### src/sv/tlpt_pkg.sv
// shared constants, types and codes of the two-level page table engine
// no dependencies; used by tlpt_ctrl, the top level and the testbench
`timescale 1ns / 1ps
`default_nettype none

package tlpt_pkg;

    // table geometry
    localparam int DIR_ENTRIES   = 1024;
    localparam int TABLE_ENTRIES = 1024;
    localparam int TABLE_SLOTS   = 16;

    localparam int DIR_AW  = $clog2(DIR_ENTRIES);
    localparam int TBL_AW  = $clog2(TABLE_ENTRIES);
    localparam int SLOT_W  = (TABLE_SLOTS > 1) ? $clog2(TABLE_SLOTS) : 1;
    localparam int CNT_W   = $clog2(TABLE_SLOTS + 1);
    localparam int DIR_W   = 1 + SLOT_W;
    localparam int LEAF_AW = SLOT_W + TBL_AW;
    localparam int LEAF_DEPTH = TABLE_SLOTS * TABLE_ENTRIES;
    localparam int CLR_W   = (DIR_AW > TBL_AW) ? DIR_AW : TBL_AW;

    localparam int ADDR_W  = 32;
    localparam int PAGE_W  = 12;
    localparam int FRAME_W = ADDR_W - PAGE_W;

    // operation codes
    typedef logic [1:0] t_mode;
    localparam t_mode MODE_MAP    = 2'd0;
    localparam t_mode MODE_UNMAP  = 2'd1;
    localparam t_mode MODE_LOOKUP = 2'd2;

    typedef enum logic [2:0] {
        ST_INIT,
        ST_IDLE,
        ST_DIR,
        ST_CLEAR,
        ST_MAPW,
        ST_LEAF
    } t_state;

    // directory port request: present bit on top, slot number below
    typedef struct packed {
        logic              we;
        logic [DIR_AW-1:0] addr;
        logic [DIR_W-1:0]  wdata;
    } t_dir_req;

    typedef struct packed {
        logic               we;
        logic [LEAF_AW-1:0] addr;
        logic [ADDR_W-1:0]  wdata;
    } t_leaf_req;

endpackage

`default_nettype wire

### src/sv/tlpt_ctrl.sv
// sequencer of the page table engine: directory clear, walk, slot clear, result
// depends on tlpt_pkg; drives the directory and leaf ram ports
`timescale 1ns / 1ps
`default_nettype none

module tlpt_ctrl (
    input  wire logic                        i_clk,
    input  wire logic                        i_rst_n,
    input  wire logic                        i_start,
    output logic                             o_busy,
    input  wire tlpt_pkg::t_mode             i_mode,
    input  wire logic [tlpt_pkg::ADDR_W-1:0] i_virt_addr,
    input  wire logic [tlpt_pkg::ADDR_W-1:0] i_phys_addr,
    input  wire logic [tlpt_pkg::PAGE_W-1:0] i_entry_flags,
    output tlpt_pkg::t_dir_req               o_dir_req,
    input  wire logic [tlpt_pkg::DIR_W-1:0]  i_dir_rdata,
    output tlpt_pkg::t_leaf_req              o_leaf_req,
    input  wire logic [tlpt_pkg::ADDR_W-1:0] i_leaf_rdata,
    output logic                             o_valid,
    output logic                             o_found,
    output logic [tlpt_pkg::ADDR_W-1:0]      o_mapped_addr,
    output logic                             o_status
);

    tlpt_pkg::t_state r_state, n_state;

    tlpt_pkg::t_mode                r_mode;
    logic [tlpt_pkg::ADDR_W-1:0]    r_va;
    logic [tlpt_pkg::FRAME_W-1:0]   r_frame;
    logic [tlpt_pkg::PAGE_W-1:0]    r_flags;

    logic [tlpt_pkg::CLR_W-1:0]     r_cnt, n_cnt;
    logic [tlpt_pkg::CNT_W-1:0]     r_used, n_used;
    logic [tlpt_pkg::SLOT_W-1:0]    r_slot, n_slot;

    logic                           r_valid, n_valid;
    logic                           r_found, n_found;
    logic [tlpt_pkg::ADDR_W-1:0]    r_addr, n_addr;
    logic                           r_status, n_status;

    logic                           accept;
    logic                           dir_present;
    logic [tlpt_pkg::SLOT_W-1:0]    dir_slot;
    logic [tlpt_pkg::SLOT_W-1:0]    new_slot;
    logic                           pool_full;
    logic [tlpt_pkg::DIR_AW-1:0]    di;
    logic [tlpt_pkg::TBL_AW-1:0]    ti;
    logic [tlpt_pkg::ADDR_W-1:0]    map_value;
    logic                           init_last;
    logic                           clear_last;

    assign accept      = i_start && (r_state == tlpt_pkg::ST_IDLE);
    assign dir_present = i_dir_rdata[tlpt_pkg::DIR_W-1];
    assign dir_slot    = i_dir_rdata[tlpt_pkg::SLOT_W-1:0];
    assign new_slot    = r_used[tlpt_pkg::SLOT_W-1:0];
    assign pool_full   = (r_used == tlpt_pkg::CNT_W'(tlpt_pkg::TABLE_SLOTS));
    assign di          = r_va[tlpt_pkg::ADDR_W-1 -: tlpt_pkg::DIR_AW];
    assign ti          = r_va[tlpt_pkg::PAGE_W +: tlpt_pkg::TBL_AW];
    assign map_value   = {r_frame, r_flags};
    assign init_last   = (r_cnt[tlpt_pkg::DIR_AW-1:0] == '1);
    assign clear_last  = (r_cnt[tlpt_pkg::TBL_AW-1:0] == '1);

    // next state
    always_comb begin
        n_state = r_state;
        case (r_state)
            tlpt_pkg::ST_INIT: begin
                if (init_last) begin
                    n_state = tlpt_pkg::ST_IDLE;
                end
            end
            tlpt_pkg::ST_IDLE: begin
                if (i_start) begin
                    n_state = tlpt_pkg::ST_DIR;
                end
            end
            tlpt_pkg::ST_DIR: begin
                n_state = tlpt_pkg::ST_IDLE;
                case (r_mode)
                    tlpt_pkg::MODE_MAP: begin
                        if (!dir_present && !pool_full) begin
                            n_state = tlpt_pkg::ST_CLEAR;
                        end
                    end
                    tlpt_pkg::MODE_LOOKUP: begin
                        if (dir_present) begin
                            n_state = tlpt_pkg::ST_LEAF;
                        end
                    end
                    default: n_state = tlpt_pkg::ST_IDLE;
                endcase
            end
            tlpt_pkg::ST_CLEAR: begin
                if (clear_last) begin
                    n_state = tlpt_pkg::ST_MAPW;
                end
            end
            tlpt_pkg::ST_MAPW: n_state = tlpt_pkg::ST_IDLE;
            tlpt_pkg::ST_LEAF: n_state = tlpt_pkg::ST_IDLE;
            default:           n_state = tlpt_pkg::ST_INIT;
        endcase
    end

    // memory requests and register updates
    always_comb begin
        o_dir_req        = '0;
        o_dir_req.addr   = di;
        o_leaf_req       = '0;
        o_leaf_req.addr  = {dir_slot, ti};
        n_cnt    = r_cnt;
        n_used   = r_used;
        n_slot   = r_slot;
        n_valid  = 1'b0;
        n_found  = 1'b0;
        n_addr   = '0;
        n_status = 1'b0;
        case (r_state)
            tlpt_pkg::ST_INIT: begin
                o_dir_req.we   = 1'b1;
                o_dir_req.addr = r_cnt[tlpt_pkg::DIR_AW-1:0];
                n_cnt          = r_cnt + tlpt_pkg::CLR_W'(1);
            end
            tlpt_pkg::ST_IDLE: begin
                o_dir_req.addr = i_virt_addr[tlpt_pkg::ADDR_W-1 -: tlpt_pkg::DIR_AW];
            end
            tlpt_pkg::ST_DIR: begin
                case (r_mode)
                    tlpt_pkg::MODE_MAP: begin
                        if (dir_present) begin
                            o_leaf_req.we    = 1'b1;
                            o_leaf_req.wdata = map_value;
                            n_valid          = 1'b1;
                        end else if (pool_full) begin
                            n_valid  = 1'b1;
                            n_status = 1'b1;
                        end else begin
                            o_dir_req.we    = 1'b1;
                            o_dir_req.wdata = {1'b1, new_slot};
                            n_slot = new_slot;
                            n_used = r_used + tlpt_pkg::CNT_W'(1);
                            n_cnt  = '0;
                        end
                    end
                    tlpt_pkg::MODE_UNMAP: begin
                        o_leaf_req.we = dir_present;
                        n_valid       = 1'b1;
                    end
                    tlpt_pkg::MODE_LOOKUP: begin
                        n_valid = !dir_present;
                    end
                    default: n_valid = 1'b1;
                endcase
            end
            tlpt_pkg::ST_CLEAR: begin
                o_leaf_req.we   = 1'b1;
                o_leaf_req.addr = {r_slot, r_cnt[tlpt_pkg::TBL_AW-1:0]};
                n_cnt           = r_cnt + tlpt_pkg::CLR_W'(1);
            end
            tlpt_pkg::ST_MAPW: begin
                o_leaf_req.we    = 1'b1;
                o_leaf_req.addr  = {r_slot, ti};
                o_leaf_req.wdata = map_value;
                n_valid          = 1'b1;
            end
            tlpt_pkg::ST_LEAF: begin
                n_valid = 1'b1;
                n_found = (i_leaf_rdata != '0);
                n_addr  = {i_leaf_rdata[tlpt_pkg::ADDR_W-1:tlpt_pkg::PAGE_W],
                           {tlpt_pkg::PAGE_W{1'b0}}};
            end
            default: n_valid = 1'b0;
        endcase
    end

    always_ff @(posedge i_clk) begin
        if (!i_rst_n) begin
            r_state <= tlpt_pkg::ST_INIT;
            r_cnt   <= '0;
            r_used  <= '0;
            r_valid <= 1'b0;
        end else begin
            r_state <= n_state;
            r_cnt   <= n_cnt;
            r_used  <= n_used;
            r_valid <= n_valid;
        end
    end

    always_ff @(posedge i_clk) begin
        if (accept) begin
            r_mode  <= i_mode;
            r_va    <= i_virt_addr;
            r_frame <= i_phys_addr[tlpt_pkg::ADDR_W-1:tlpt_pkg::PAGE_W];
            r_flags <= i_entry_flags;
        end
        r_slot   <= n_slot;
        r_found  <= n_found;
        r_addr   <= n_addr;
        r_status <= n_status;
    end

    assign o_busy        = (r_state != tlpt_pkg::ST_IDLE);
    assign o_valid       = r_valid;
    assign o_found       = r_found;
    assign o_mapped_addr = r_addr;
    assign o_status      = r_status;

endmodule

`default_nettype wire

### config.mk
export PLATFORM = sky130hd
export DESIGN_NAME = tlpt_ctrl
export DESIGN_NICKNAME = d
export VERILOG_FILES = /design/src/sv/tlpt_pkg.sv /design/src/sv/tlpt_ctrl.sv
export SDC_FILE = /design/constraint.sdc
export NUM_CORES = 1
export LEC_CHECK = 0
export ABC_AREA = 1
export BUFFER_PORTS_ARGS = -buffer_cell sky130_fd_sc_hd__buf_2
export CORE_MARGIN = 4
export CORE_UTILIZATION = 25
export DETAILED_ROUTE_END_ITERATION = 10
export PLACE_DENSITY_LB_ADDON = 0.08
export SLEW_MARGIN = 0
export SYNTH_ARGS = -nofsm -noshare
export SYNTH_HDL_FRONTEND = slang
export SYNTH_SLANG_ARGS = --single-unit
### constraint.sdc
create_clock -name i_clk -period 4.3 [get_ports i_clk]
set_input_delay 0.215 -clock i_clk [delete_from_list [all_inputs] [get_ports i_clk]]
set_output_delay 0.215 -clock i_clk [all_outputs]
set_load 0.1 [all_outputs]
# Word level (Yosys, flattened, before mapping)

Cells that the tools add are included.

Register bits after elaboration: 123
Bits in latches: 0
Bits in writable memories: 0
ROM bits: 0
Input port bits: 118
Output and inout port bits: 99
Word-level logic and storage cells: 81
Memories: 0

Add/subtract/negate cells: 2
Multipliers: 0
Divide/modulo/power cells: 0
Magnitude comparators: 0
Eq/ne operators: 16
Shift-type cells: 0
Multiplexer cells: 31
Bitwise gates (word level): 4
Reduce and logical (&&, ||, !) cells: 15

Operators with widths:

| operator                                      | number |
|---|---|
| two-way mux 32 bit                            | 2 |
| case mux 32 bit (2 select lines)              | 1 |
| case mux 10 bit (2 select lines)              | 2 |
| nonzero test 32 bit                           | 1 |
| two-way mux 10 bit                            | 3 |
| case mux 14 bit (2 select lines)              | 1 |
| two-way mux 5 bit                             | 4 |
| case mux 3 bit (5 select lines)               | 1 |
| two-way mux 3 bit                             | 4 |
| adder 10 x 1 -> 10 bit, second input constant | 1 |
| == test 10 bit, second input constant         | 1 |
| inequality test 2 bit, second input constant  | 5 |
| case mux 1 bit (2 select lines)               | 5 |
| AND reduction 4 bit                           | 2 |
| == test 3 x 2 -> 1 bit, second input constant | 2 |
| == test 3 bit, second input constant          | 2 |
| two-way mux 1 bit                             | 6 |
| case mux 3 bit (2 select lines)               | 1 |
| OR reduction 2 bit                            | 3 |
| adder 5 x 1 -> 5 bit, second input constant   | 1 |
| == test 5 bit, second input constant          | 1 |
| NOT 1 bit                                     | 4 |
| == test 3 x 1 -> 1 bit, second input constant | 1 |
| zero test 3 bit                               | 1 |
| 11 further kinds                              | 13 |

# Longest topological paths before layout

Gate-level depths: netlist of the first run.

Word-level depth: 6
Depth in mapped cells: 11

# Least setup slack after synthesis of the first run

No wires, ideal clock.

Kind: reg-to-reg
Start: reg r_state[2]
End: reg r_flags[0] in the netlist's numbering (enable)
Setup time: 0.466 ns
Arrival time: 3.920 ns
Data required time: 3.834 ns
Slack: -0.086 ns
Cell stages (with the launch flop): 4
Path buffers: 0
Period minus slack after synthesis: 4.386 ns
Path through: dfxtp_1 > inv_2 > nand3_1 > nor2_1

Word-level cells in the longest chain between the ends: 2

Ends and longest elaborated chain:

| what                     | line             | source |
|---|---|---|
| start: declaration       | tlpt_ctrl.sv:25  | `tlpt_pkg::t_state r_state, n_state;` |
| start signal: assignment | tlpt_ctrl.sv:177 | `r_state <= tlpt_pkg::ST_INIT;` |
| start signal: assignment | tlpt_ctrl.sv:182 | `r_state <= n_state;` |
| == test 3 x 1 -> 1 bit   | tlpt_ctrl.sv:52  | `assign accept = i_start && (r_state == tlpt_pkg::ST_IDLE);` |
| logical AND 1 bit        | tlpt_ctrl.sv:52  |  |
| named net accept         | tlpt_ctrl.sv:41  | `logic accept;` |
| end signal: assignment   | tlpt_ctrl.sv:194 | `r_flags <= i_entry_flags;` |
| end: declaration         | tlpt_ctrl.sv:30  | `logic [tlpt_pkg::PAGE_W-1:0] r_flags;` |

The timed path passes the listed nets, and every way through them passes these cells.
A chain may end at the register's enable or synchronous reset.

==> impl_metrics.yaml, run 1 <==
critical_path:
  path_cells: "nor2_2 > nand2_1 > nand2_1 > inv_2 > nand2_1 > o211ai_1 > buf_2"
  end_kind: "primary output"
  worst_path_most_repeated_cell: "nand2_1"
  worst_ep_arrival_time_ns: 2.44
  worstSetupStartpoint: "r_state[0]"
  cp_slowest_cell: "dfxtp_1"
  worstSetupPathType: "reg -> out"
  critical_path_source_type: "register"
  r2r_start: "r_state[0]"
  crit_path_max_fanout: 13
  crit_required_ns: 4.09
  max_stage_delay_ns: 0.55
global_route:
  grt_pass1_vias: 3609
  grt_max_degree: 33
  grt_antenna_before_repair: 2
  grt_util_all_layers_pct: 12.3
  overflow: 0
  grt_pass1_wl_um: 19100
placed_design:
  hpwlAfterDp_um: 9160
  placed_cells_incl_taps: 877
  numPortBuffers: 180
  gp_congestion: 0.734
timing:
  part_of_the_cycle_the_worst_path_needs_pct: 61.6
  finClkSkew_ns: 0.00958
  achievable-frequency_mhz: 377
  relSlewSlack_pct: 33.9
  final-max-slew-violation-count: 0
  grt_setup_unrepaired: "false"
  final-hold-violation-count: 0
  worst_slew_pin_slew_ns: 0.989
  worst_hold_slack_ns: 0.0295
  final.setup.tns_ns: 0
  setup_viol: 0
  period_needed_ns: 2.65
logic_synthesis:
  post-synth-top-area-fraction_pct: 40.0
  yosys_register_bits: 99
  post_synth_instance_area_mm2: 0.00435
  synthMostInstantiatedCell: "nand2_1"
  synth-edff-count: 58
  post_synth_inst_count: 488
  cell_type_contributing_the_most_total_cell_area_after_synthesis: "edfxtp_1"
  synth_top_cells_by_area: "edfxtp_1 (40%), dfxtp_1 (19%), nand2_1 (8.3%)"
  sequential_share_of_the_synthesized_area_pct: 58.9
  synth_common_cells: "nand2_1 (96), nor2_1 (87), inv_1 (82)"
  average_footprint_of_a_synthesized_cell_um2: 8.92
  yosys_warnings: 0
  synth.lib_cells_used.distinct: 28
  postSynth.asyncResetShare_pct: 0
  synth_ff_type: "edfxtp_1"
cts:
  clock-sinks: 99
  cts-resized-gates: 0
  clock_path_buffers: 2
  numCtsBuffers: 9
  clk_latency_ns: 0.35
  cts.root.buffer_cell: "clkbuf_16"
  post_cts_setup_inserts: 0
  clkTransAtPathRegs_ns: 0.08
  cts_tree: "done"
  quantity_of_hold_fixing_buffers_added_after_cts: 0
  htree_num_levels: 3
min_path:
  min-delay-start: "i_entry_flags[5]"
  holdCritPathClass: "in -> reg"
route:
  avgRoutedWirePerCell_um: 13.5
  routed-via-count: 3676
  routed_via_density: 4.12
  drtPass1Iterations: 6
  drt_wl_total_um: 12100
  drc: 0
  drt_iter0_markers: 197
  detail-route-antenna-nets: 0
job:
  cap_violations: 0
power_and_ir_drop:
  ir_drop_mv: 0.445
  power_density_mw_per_mm2: 608
  design_power_total_mw: 3.46
  leakage_nw: 2.79
floorplanning:
  floorplan.die_area_mm2: 0.0196
  num_io_pins: 217
  fp.dieW_um: 140
  die_height_um: 140
  floorplan.rows: 47
  core_mm2: 0.0168
  initial_utilization_pct: 25.9
layout:
  ant_cells: 0
  layout.nets: 789
  final_cell_count_no_fill: 893
  final_layout_size_suffix_gt1_share_pct: 32.4
  layout-area-overhead-vs-synth_pct: 30.9
status:
  outcome: "finished, final reports clean"
==> registers in the layout (all words and copies together), names as in the netlist, 2 cells and up <==
signal	cells
r_used	5
o_mapped_addr	20
r_frame	20
r_slot	4
r_state	3
r_va	20
r_mode	2
r_flags	12
r_cnt	10
==> metrics by stage <==
| stage | instance area, um^2 | utilization (%) | worst slack (ns) |
|---|---|---|---|
| after floorplan | 4400 | - | 0.802 |
| after global placement | 5410 | 32.1 | 1.93 |
| after detailed placement | 5410 | 32.1 | 1.89 |
| after CTS | 5700 | 33.9 | 1.56 |
| after global routing | 5700 | 33.9 | 1.46 |
| final | 5700 | 33.9 | 1.65 |
==> layout make-up <==
type / count / area (um^2)
flip-flops and latches: 99 / 2560
clock inverters: 7 / 63.8
repair buffers: 182 / 916
inverters: 88 / 330
multi-input cells: 288 / 1320
fillers: 1835 / 11100
clock buffers: 9 / 225
well taps: 220 / 275
==> power by group <==
| part | switching, mW | internal (mW) | total, mW | leakage [nW] |
|---|---|---|---|---|
| registers | 0.0498 | 1.10 | 1.15 | 0.859 |
| clock network | 0.396 | 0.408 | 0.804 | 0.145 |
| logic | 1.28 | 0.228 | 1.51 | 1.79 |
| total | 1.73 | 1.73 | 3.46 | 2.79 |
==> layout by cell type (no fill, tap or decap), types with 3 or more instances in the layout <==
| cell type | instances |
|---|---|
| nand2_1 | 96 |
| xor2_1 | 3 |
| nand4_1 | 9 |
| buf_2 | 180 |
| nand2_2 | 3 |
| dfxtp_1 | 41 |
| nor2_2 | 5 |
| edfxtp_1 | 58 |
| o211ai_1 | 9 |
| a21oi_1 | 18 |
| inv_2 | 6 |
| nand3_1 | 20 |
| o21ai_0 | 15 |
| inv_1 | 82 |
| ha_1 | 3 |
| nor2_1 | 86 |
| conb_1 | 12 |
| clkbuf_16 | 9 |
==> worst max-delay path: cells and delay by family (launching register included) <==
family                 cells  cell delay [ns]
AOI/OAI and AO/OA          1             0.10
buffers and inverters      2             0.68
DFF                        1             0.55
and+or+nand+nor            4             0.74
==> cells by family after synthesis <==
family,share of synthesized area [%]
buf+inv,11.8
simple gates,21.1
xor+xnor,0.805
flops,58.9
mux,0.345
compound gates,6.04
fa+ha+maj,0.863
other cells,0.0862
==> worst paths after layout <==
check,end,slack (ns),cells past startpoint
setup / recovery,o_dir_req[11],1.65,7
hold / removal,r_flags[5],0.03,1
setup reg to reg,r_mode[1],1.98,3
hold reg to reg,r_used[4],0.50,2
==> routing by layer <==
| metal | share of wire [%] | global-route usage (%) |
|---|---|---|
| met1 | 44 | 15.5 |
| met2 | 44 | 18.8 |
| met5 | 0.17 | 0 |
| met3 | 11 | 6.48 |
| met4 | 0.84 | 3.06 |
Note: power is estimated with default switching activity, not from simulation.
==> inputs of run 2 (changes only) <==
==> constraint.sdc (replaced) <==
create_clock -name i_clk -period 2.3 [get_ports i_clk]
set_input_delay 0.115 -clock i_clk [delete_from_list [all_inputs] [get_ports i_clk]]
set_output_delay 0.115 -clock i_clk [all_outputs]
set_load 0.1 [all_outputs]
==> impl_metrics.yaml, run 2 (synthesis results as in run 1) <==
layout:
  final_cell_count_no_fill: 972
  multi_input_comb_area_mm2: 0.00141
  mostFrequentLayoutCells: "buf_2 (140), nand2_1 (95), nor2_1 (84), inv_1 (82), dlygate4sd3_1 (73)"
  ant_cells: 0
  layout-area-overhead-vs-synth_pct: 54.7
  fin_util_pct: 40.0
  design_area_mm2: 0.00673
  mostFrequentLayoutCell: "buf_2"
  layout.nets: 868
  final_layout_size_suffix_gt1_share_pct: 31.6
  sequential_cell_area_mm2: 0.00257
  n_fill_cell: 1720
cts:
  htree_num_levels: 3
  numCtsBuffers: 9
  clock-sinks: 99
  clock_path_buffers: 2
  cts_tree: "done"
  clk_latency_ns: 0.35
  cts.root.buffer_cell: "clkbuf_16"
  clkTransAtPathRegs_ns: 0.07
route:
  avgRoutedWirePerCell_um: 13.4
  routed-via-count: 3976
  detail-route-antenna-nets: 0
  drc: 0
  routed_via_density: 4.09
  drt_iter0_markers: 168
  drt_wl_total_um: 13000
  drtPass1Iterations: 4
placed_design:
  hpwlAfterDp_um: 9420
  gp_congestion: 0.784
  numPortBuffers: 180
  placement.cell_area_mm2: 0.00559
  placed_cells_incl_taps: 882
timing:
  relSlewSlack_pct: 62.2
  period_needed_ns: 2.12
  achievable-frequency_mhz: 471
  setup_viol: 0
  grt_setup_unrepaired: "false"
  final-hold-violation-count: 0
  finClkSkew_ns: 0.00778
  final.setup.tns_ns: 0
  worst_slew_pin_slew_ns: 0.566
  final-max-slew-violation-count: 0
  part_of_the_cycle_the_worst_path_needs_pct: 92.4
floorplanning:
  core_mm2: 0.0168
  initial_utilization_pct: 25.9
  num_io_pins: 217
  floorplan.rows: 47
  floorplan.die_area_mm2: 0.0196
  die_height_um: 140
  fp.dieW_um: 140
global_route:
  grt_antenna_before_repair: 1
  grt_pass1_vias: 4017
  grt_util_all_layers_pct: 13.2
  grt_pass1_wl_um: 20600
  grt_max_degree: 34
  overflow: 0
critical_path:
  crit_path_max_fanout: 6
  worstSetupPathType: "reg -> out"
  worst_ep_arrival_time_ns: 2.01
  critical_path_source_type: "register"
  crit_required_ns: 2.18
  end_kind: "primary output"
  rr_worst_depth: 12
job:
  cap_violations: 0
status:
  outcome: "finished, final reports clean"
min_path:
  holdCritPathClass: "in -> reg"
  min_path_cells: 3
power_and_ir_drop:
  ir_drop_mv: 0.936
  design_power_total_mw: 6.82
  leakage_nw: 3.17
  power_density_mw_per_mm2: 1010
[run 2: path summary, 6_finish.rpt]
| check | end | slack, ns | from |
|---|---|---|---|
| max | o_dir_req[1] | 0.18 | r_used[0] |
| min | o_mapped_addr[27] | 0.03 | i_leaf_rdata[27] |
| max reg2reg | r_state[1] | 0.63 | r_used[0] |
| min reg2reg | r_cnt[4] | 0.50 | r_cnt[4] |
[run 2: timing repair]
action	4_1_cts	5_1_grt
endpoints found under the hold margin	73	0
setup endpoints to repair	43	14
hold buffers	73	0
buffers inserted	0	0
cloned	1	0
resized for setup	35	7
[run 2: final cells by class]
type	instances	area share (%)
sequential	99	38.1
timing repair buffer	260	27.7
multi-input combinational	289	20.9
inverter	88	4.91
tap	220	4.09
clock buffer	10	3.40
clock inverter	6	0.929
[run 2: critical path, stage by stage (launching register included)]
cell      delay (ns)
dfxtp_1         0.40
inv_1           0.09
ha_1            0.21
nand2_1         0.07
inv_1           0.04
nand2_1         0.13
nand2_1         0.13
nor2_4          0.11
inv_2           0.08
nor2_2          0.09
clkbuf_4        0.33
[run 2: metal layers]
layer  wire length (um)  up-vias  track usage (%)  share of wire [%]
met3               1230       16             5.42                9.4
met4                221        2             4.44                1.7
met1               5650     1777             15.8                 43
met2               5900      152             21.5                 45
met5                 12        -                0              0.092
li1                   -     2029                -                  -
[run 2: through the flow]
step / hold WS (ns) / setup slack, ns
2_1_floorplan: 0.214 / -0.195
3_3_place_gp: 0.294 / 0.166
3_5_place_dp: 0.293 / 0.119
4_1_cts: 0.0125 / 0.0235
5_1_grt: 0.0368 / 0.0179
6_report: 0.0308 / 0.175
[run 2: power by group]
part / total, mW / internal [mW] / switching (mW)
sequential: 2.16 / 2.05 / 0.108
clock: 1.53 / 0.846 / 0.682
combinational: 3.13 / 0.634 / 2.50
total: 6.82 / 3.53 / 3.29
==> inputs of run 3 (changes only) <==
==> constraint.sdc (replaced) <==
create_clock -name i_clk -period 2.1 [get_ports i_clk]
set_input_delay 0.105 -clock i_clk [delete_from_list [all_inputs] [get_ports i_clk]]
set_output_delay 0.105 -clock i_clk [all_outputs]
set_load 0.1 [all_outputs]
==> impl_metrics.yaml, run 3 (synthesis results as in run 1) <==
status:
  outcome: "finished, final reports clean"
placed_design:
  numPortBuffers: 180
  placement.cell_area_mm2: 0.00608
  dpl_worst_slack_ns: 0.117
  gp_congestion: 0.754
  placed_cells_incl_taps: 882
  hpwlAfterDp_um: 9580
layout:
  n_fill_cell: 1638
  layout-area-overhead-vs-synth_pct: 71.9
  fin_util_pct: 44.5
  design_area_mm2: 0.00748
  multi_input_comb_area_mm2: 0.00153
  ant_cells: 0
  final_layout_size_suffix_gt1_share_pct: 36.6
  final_cell_count_no_fill: 982
  mostFrequentLayoutCells: "buf_2 (122), nand2_1 (93), inv_1 (82), dlygate4sd3_1 (75)"
  sequential_cell_area_mm2: 0.00258
  layout.nets: 878
  mostFrequentLayoutCell: "buf_2"
critical_path:
  crit_required_ns: 2.00
  critical_path_source_type: "register"
  end_kind: "primary output"
  worst_ep_arrival_time_ns: 1.92
  rr_worst_depth: 12
  crit_path_max_fanout: 9
  reg2reg_setup_slack_ns: 0.50
  worstSetupPathType: "reg -> out"
global_route:
  overflow: 0
  grt_max_degree: 30
  grt_pass1_vias: 4202
  grt_antenna_before_repair: 1
  grt_pass1_wl_um: 21500
  grt_util_all_layers_pct: 13.8
floorplanning:
  core_mm2: 0.0168
  floorplan.rows: 47
  num_io_pins: 217
  floorplan.die_area_mm2: 0.0196
  die_height_um: 140
  initial_utilization_pct: 25.9
  fp.dieW_um: 140
cts:
  numCtsBuffers: 9
  clock_path_buffers: 2
  clk_latency_ns: 0.36
  clkTransAtPathRegs_ns: 0.08
  htree_num_levels: 3
  cts_tree: "done"
  cts.root.buffer_cell: "clkbuf_16"
  clock-sinks: 99
timing:
  final-hold-violation-count: 0
  period_needed_ns: 2.03
  setup_viol: 0
  setup_ws_ns: 0.0725
  part_of_the_cycle_the_worst_path_needs_pct: 96.5
  worst_slew_pin_slew_ns: 0.512
  finClkSkew_ns: 0.0134
  relSlewSlack_pct: 65.8
  grt_setup_unrepaired: "true"
  final-max-slew-violation-count: 0
  achievable-frequency_mhz: 493
route:
  detail-route-antenna-nets: 0
  drt_wl_total_um: 13500
  avgRoutedWirePerCell_um: 13.7
  drtPass1Iterations: 4
  drc: 0
  drt_iter0_markers: 177
  routed-via-count: 4080
  routed_via_density: 4.15
min_path:
  min_path_cells: 7
  holdCritPathClass: "in -> reg"
power_and_ir_drop:
  ir_drop_mv: 1.08
  power_density_mw_per_mm2: 1090
  leakage_nw: 3.34
job:
  cap_violations: 0
==> run 3: path summary, 6_finish.rpt <==
check	start	to
worst min-delay path	i_leaf_rdata[4]	o_found
worst max-delay path	r_mode[0]	o_leaf_req[20]
worst max register to register	r_used[0]	r_state[1]
worst min register to register	r_used[0]	r_slot[0]
==> run 3: per-stage QoR <==
stage               TNS, ns  power (mW)  hold slack, ns
floorplan            -14.99        5.06           0.204
global placement          0        6.29           0.284
detailed placement        0        6.29           0.284
CTS                       0        8.21           0.120
global route        -0.0579        8.56           0.186
finish                    0        8.19           0.137
==> run 3: layout make-up <==
cell class                 instances  share of cell area (%)
clock buffer                       9                    3.01
tap                              220                    3.68
clock inverter                     7                   0.987
multi-input combinational        289                    20.4
inverter                          88                    4.45
timing repair buffer             270                    33.0
sequential                        99                    34.5
==> run 3: power by group <==
part,internal (mW),switching (mW)
sequential,2.25,0.135
combinational,1.25,2.87
clock,0.848,0.838
==> run 3: timing repair <==
item / CTS / global route
endpoints found under the hold margin: 75 / 0
gates resized for setup: 30 / 53
pin swaps: 0 / 5
hold buffers: 75 / 0
endpoints found under the setup margin: 47 / 50
cloned: 1 / 0
buffers inserted: 4 / 4
==> run 3: critical path, cell delays in order (launching register included) <==
cell,delay [ns]
edfxtp_1,0.43
nor2_4,0.18
nand3_4,0.12
nor2_4,0.22
a21oi_4,0.05
buf_4,0.18
nor2_1,0.13
buf_6,0.24
==> run 3: per-layer routing <==
| metal | share of wire (%) | vias to the layer above | GRT usage [%] |
|---|---|---|---|
| met5 | 0.096 | - | 0 |
| met1 | 44 | 1873 | 16.9 |
| li1 | - | 2047 | - |
| met2 | 47 | 146 | 22.8 |
| met3 | 7.8 | 12 | 5.11 |
| met4 | 1.4 | 2 | 4.54 |
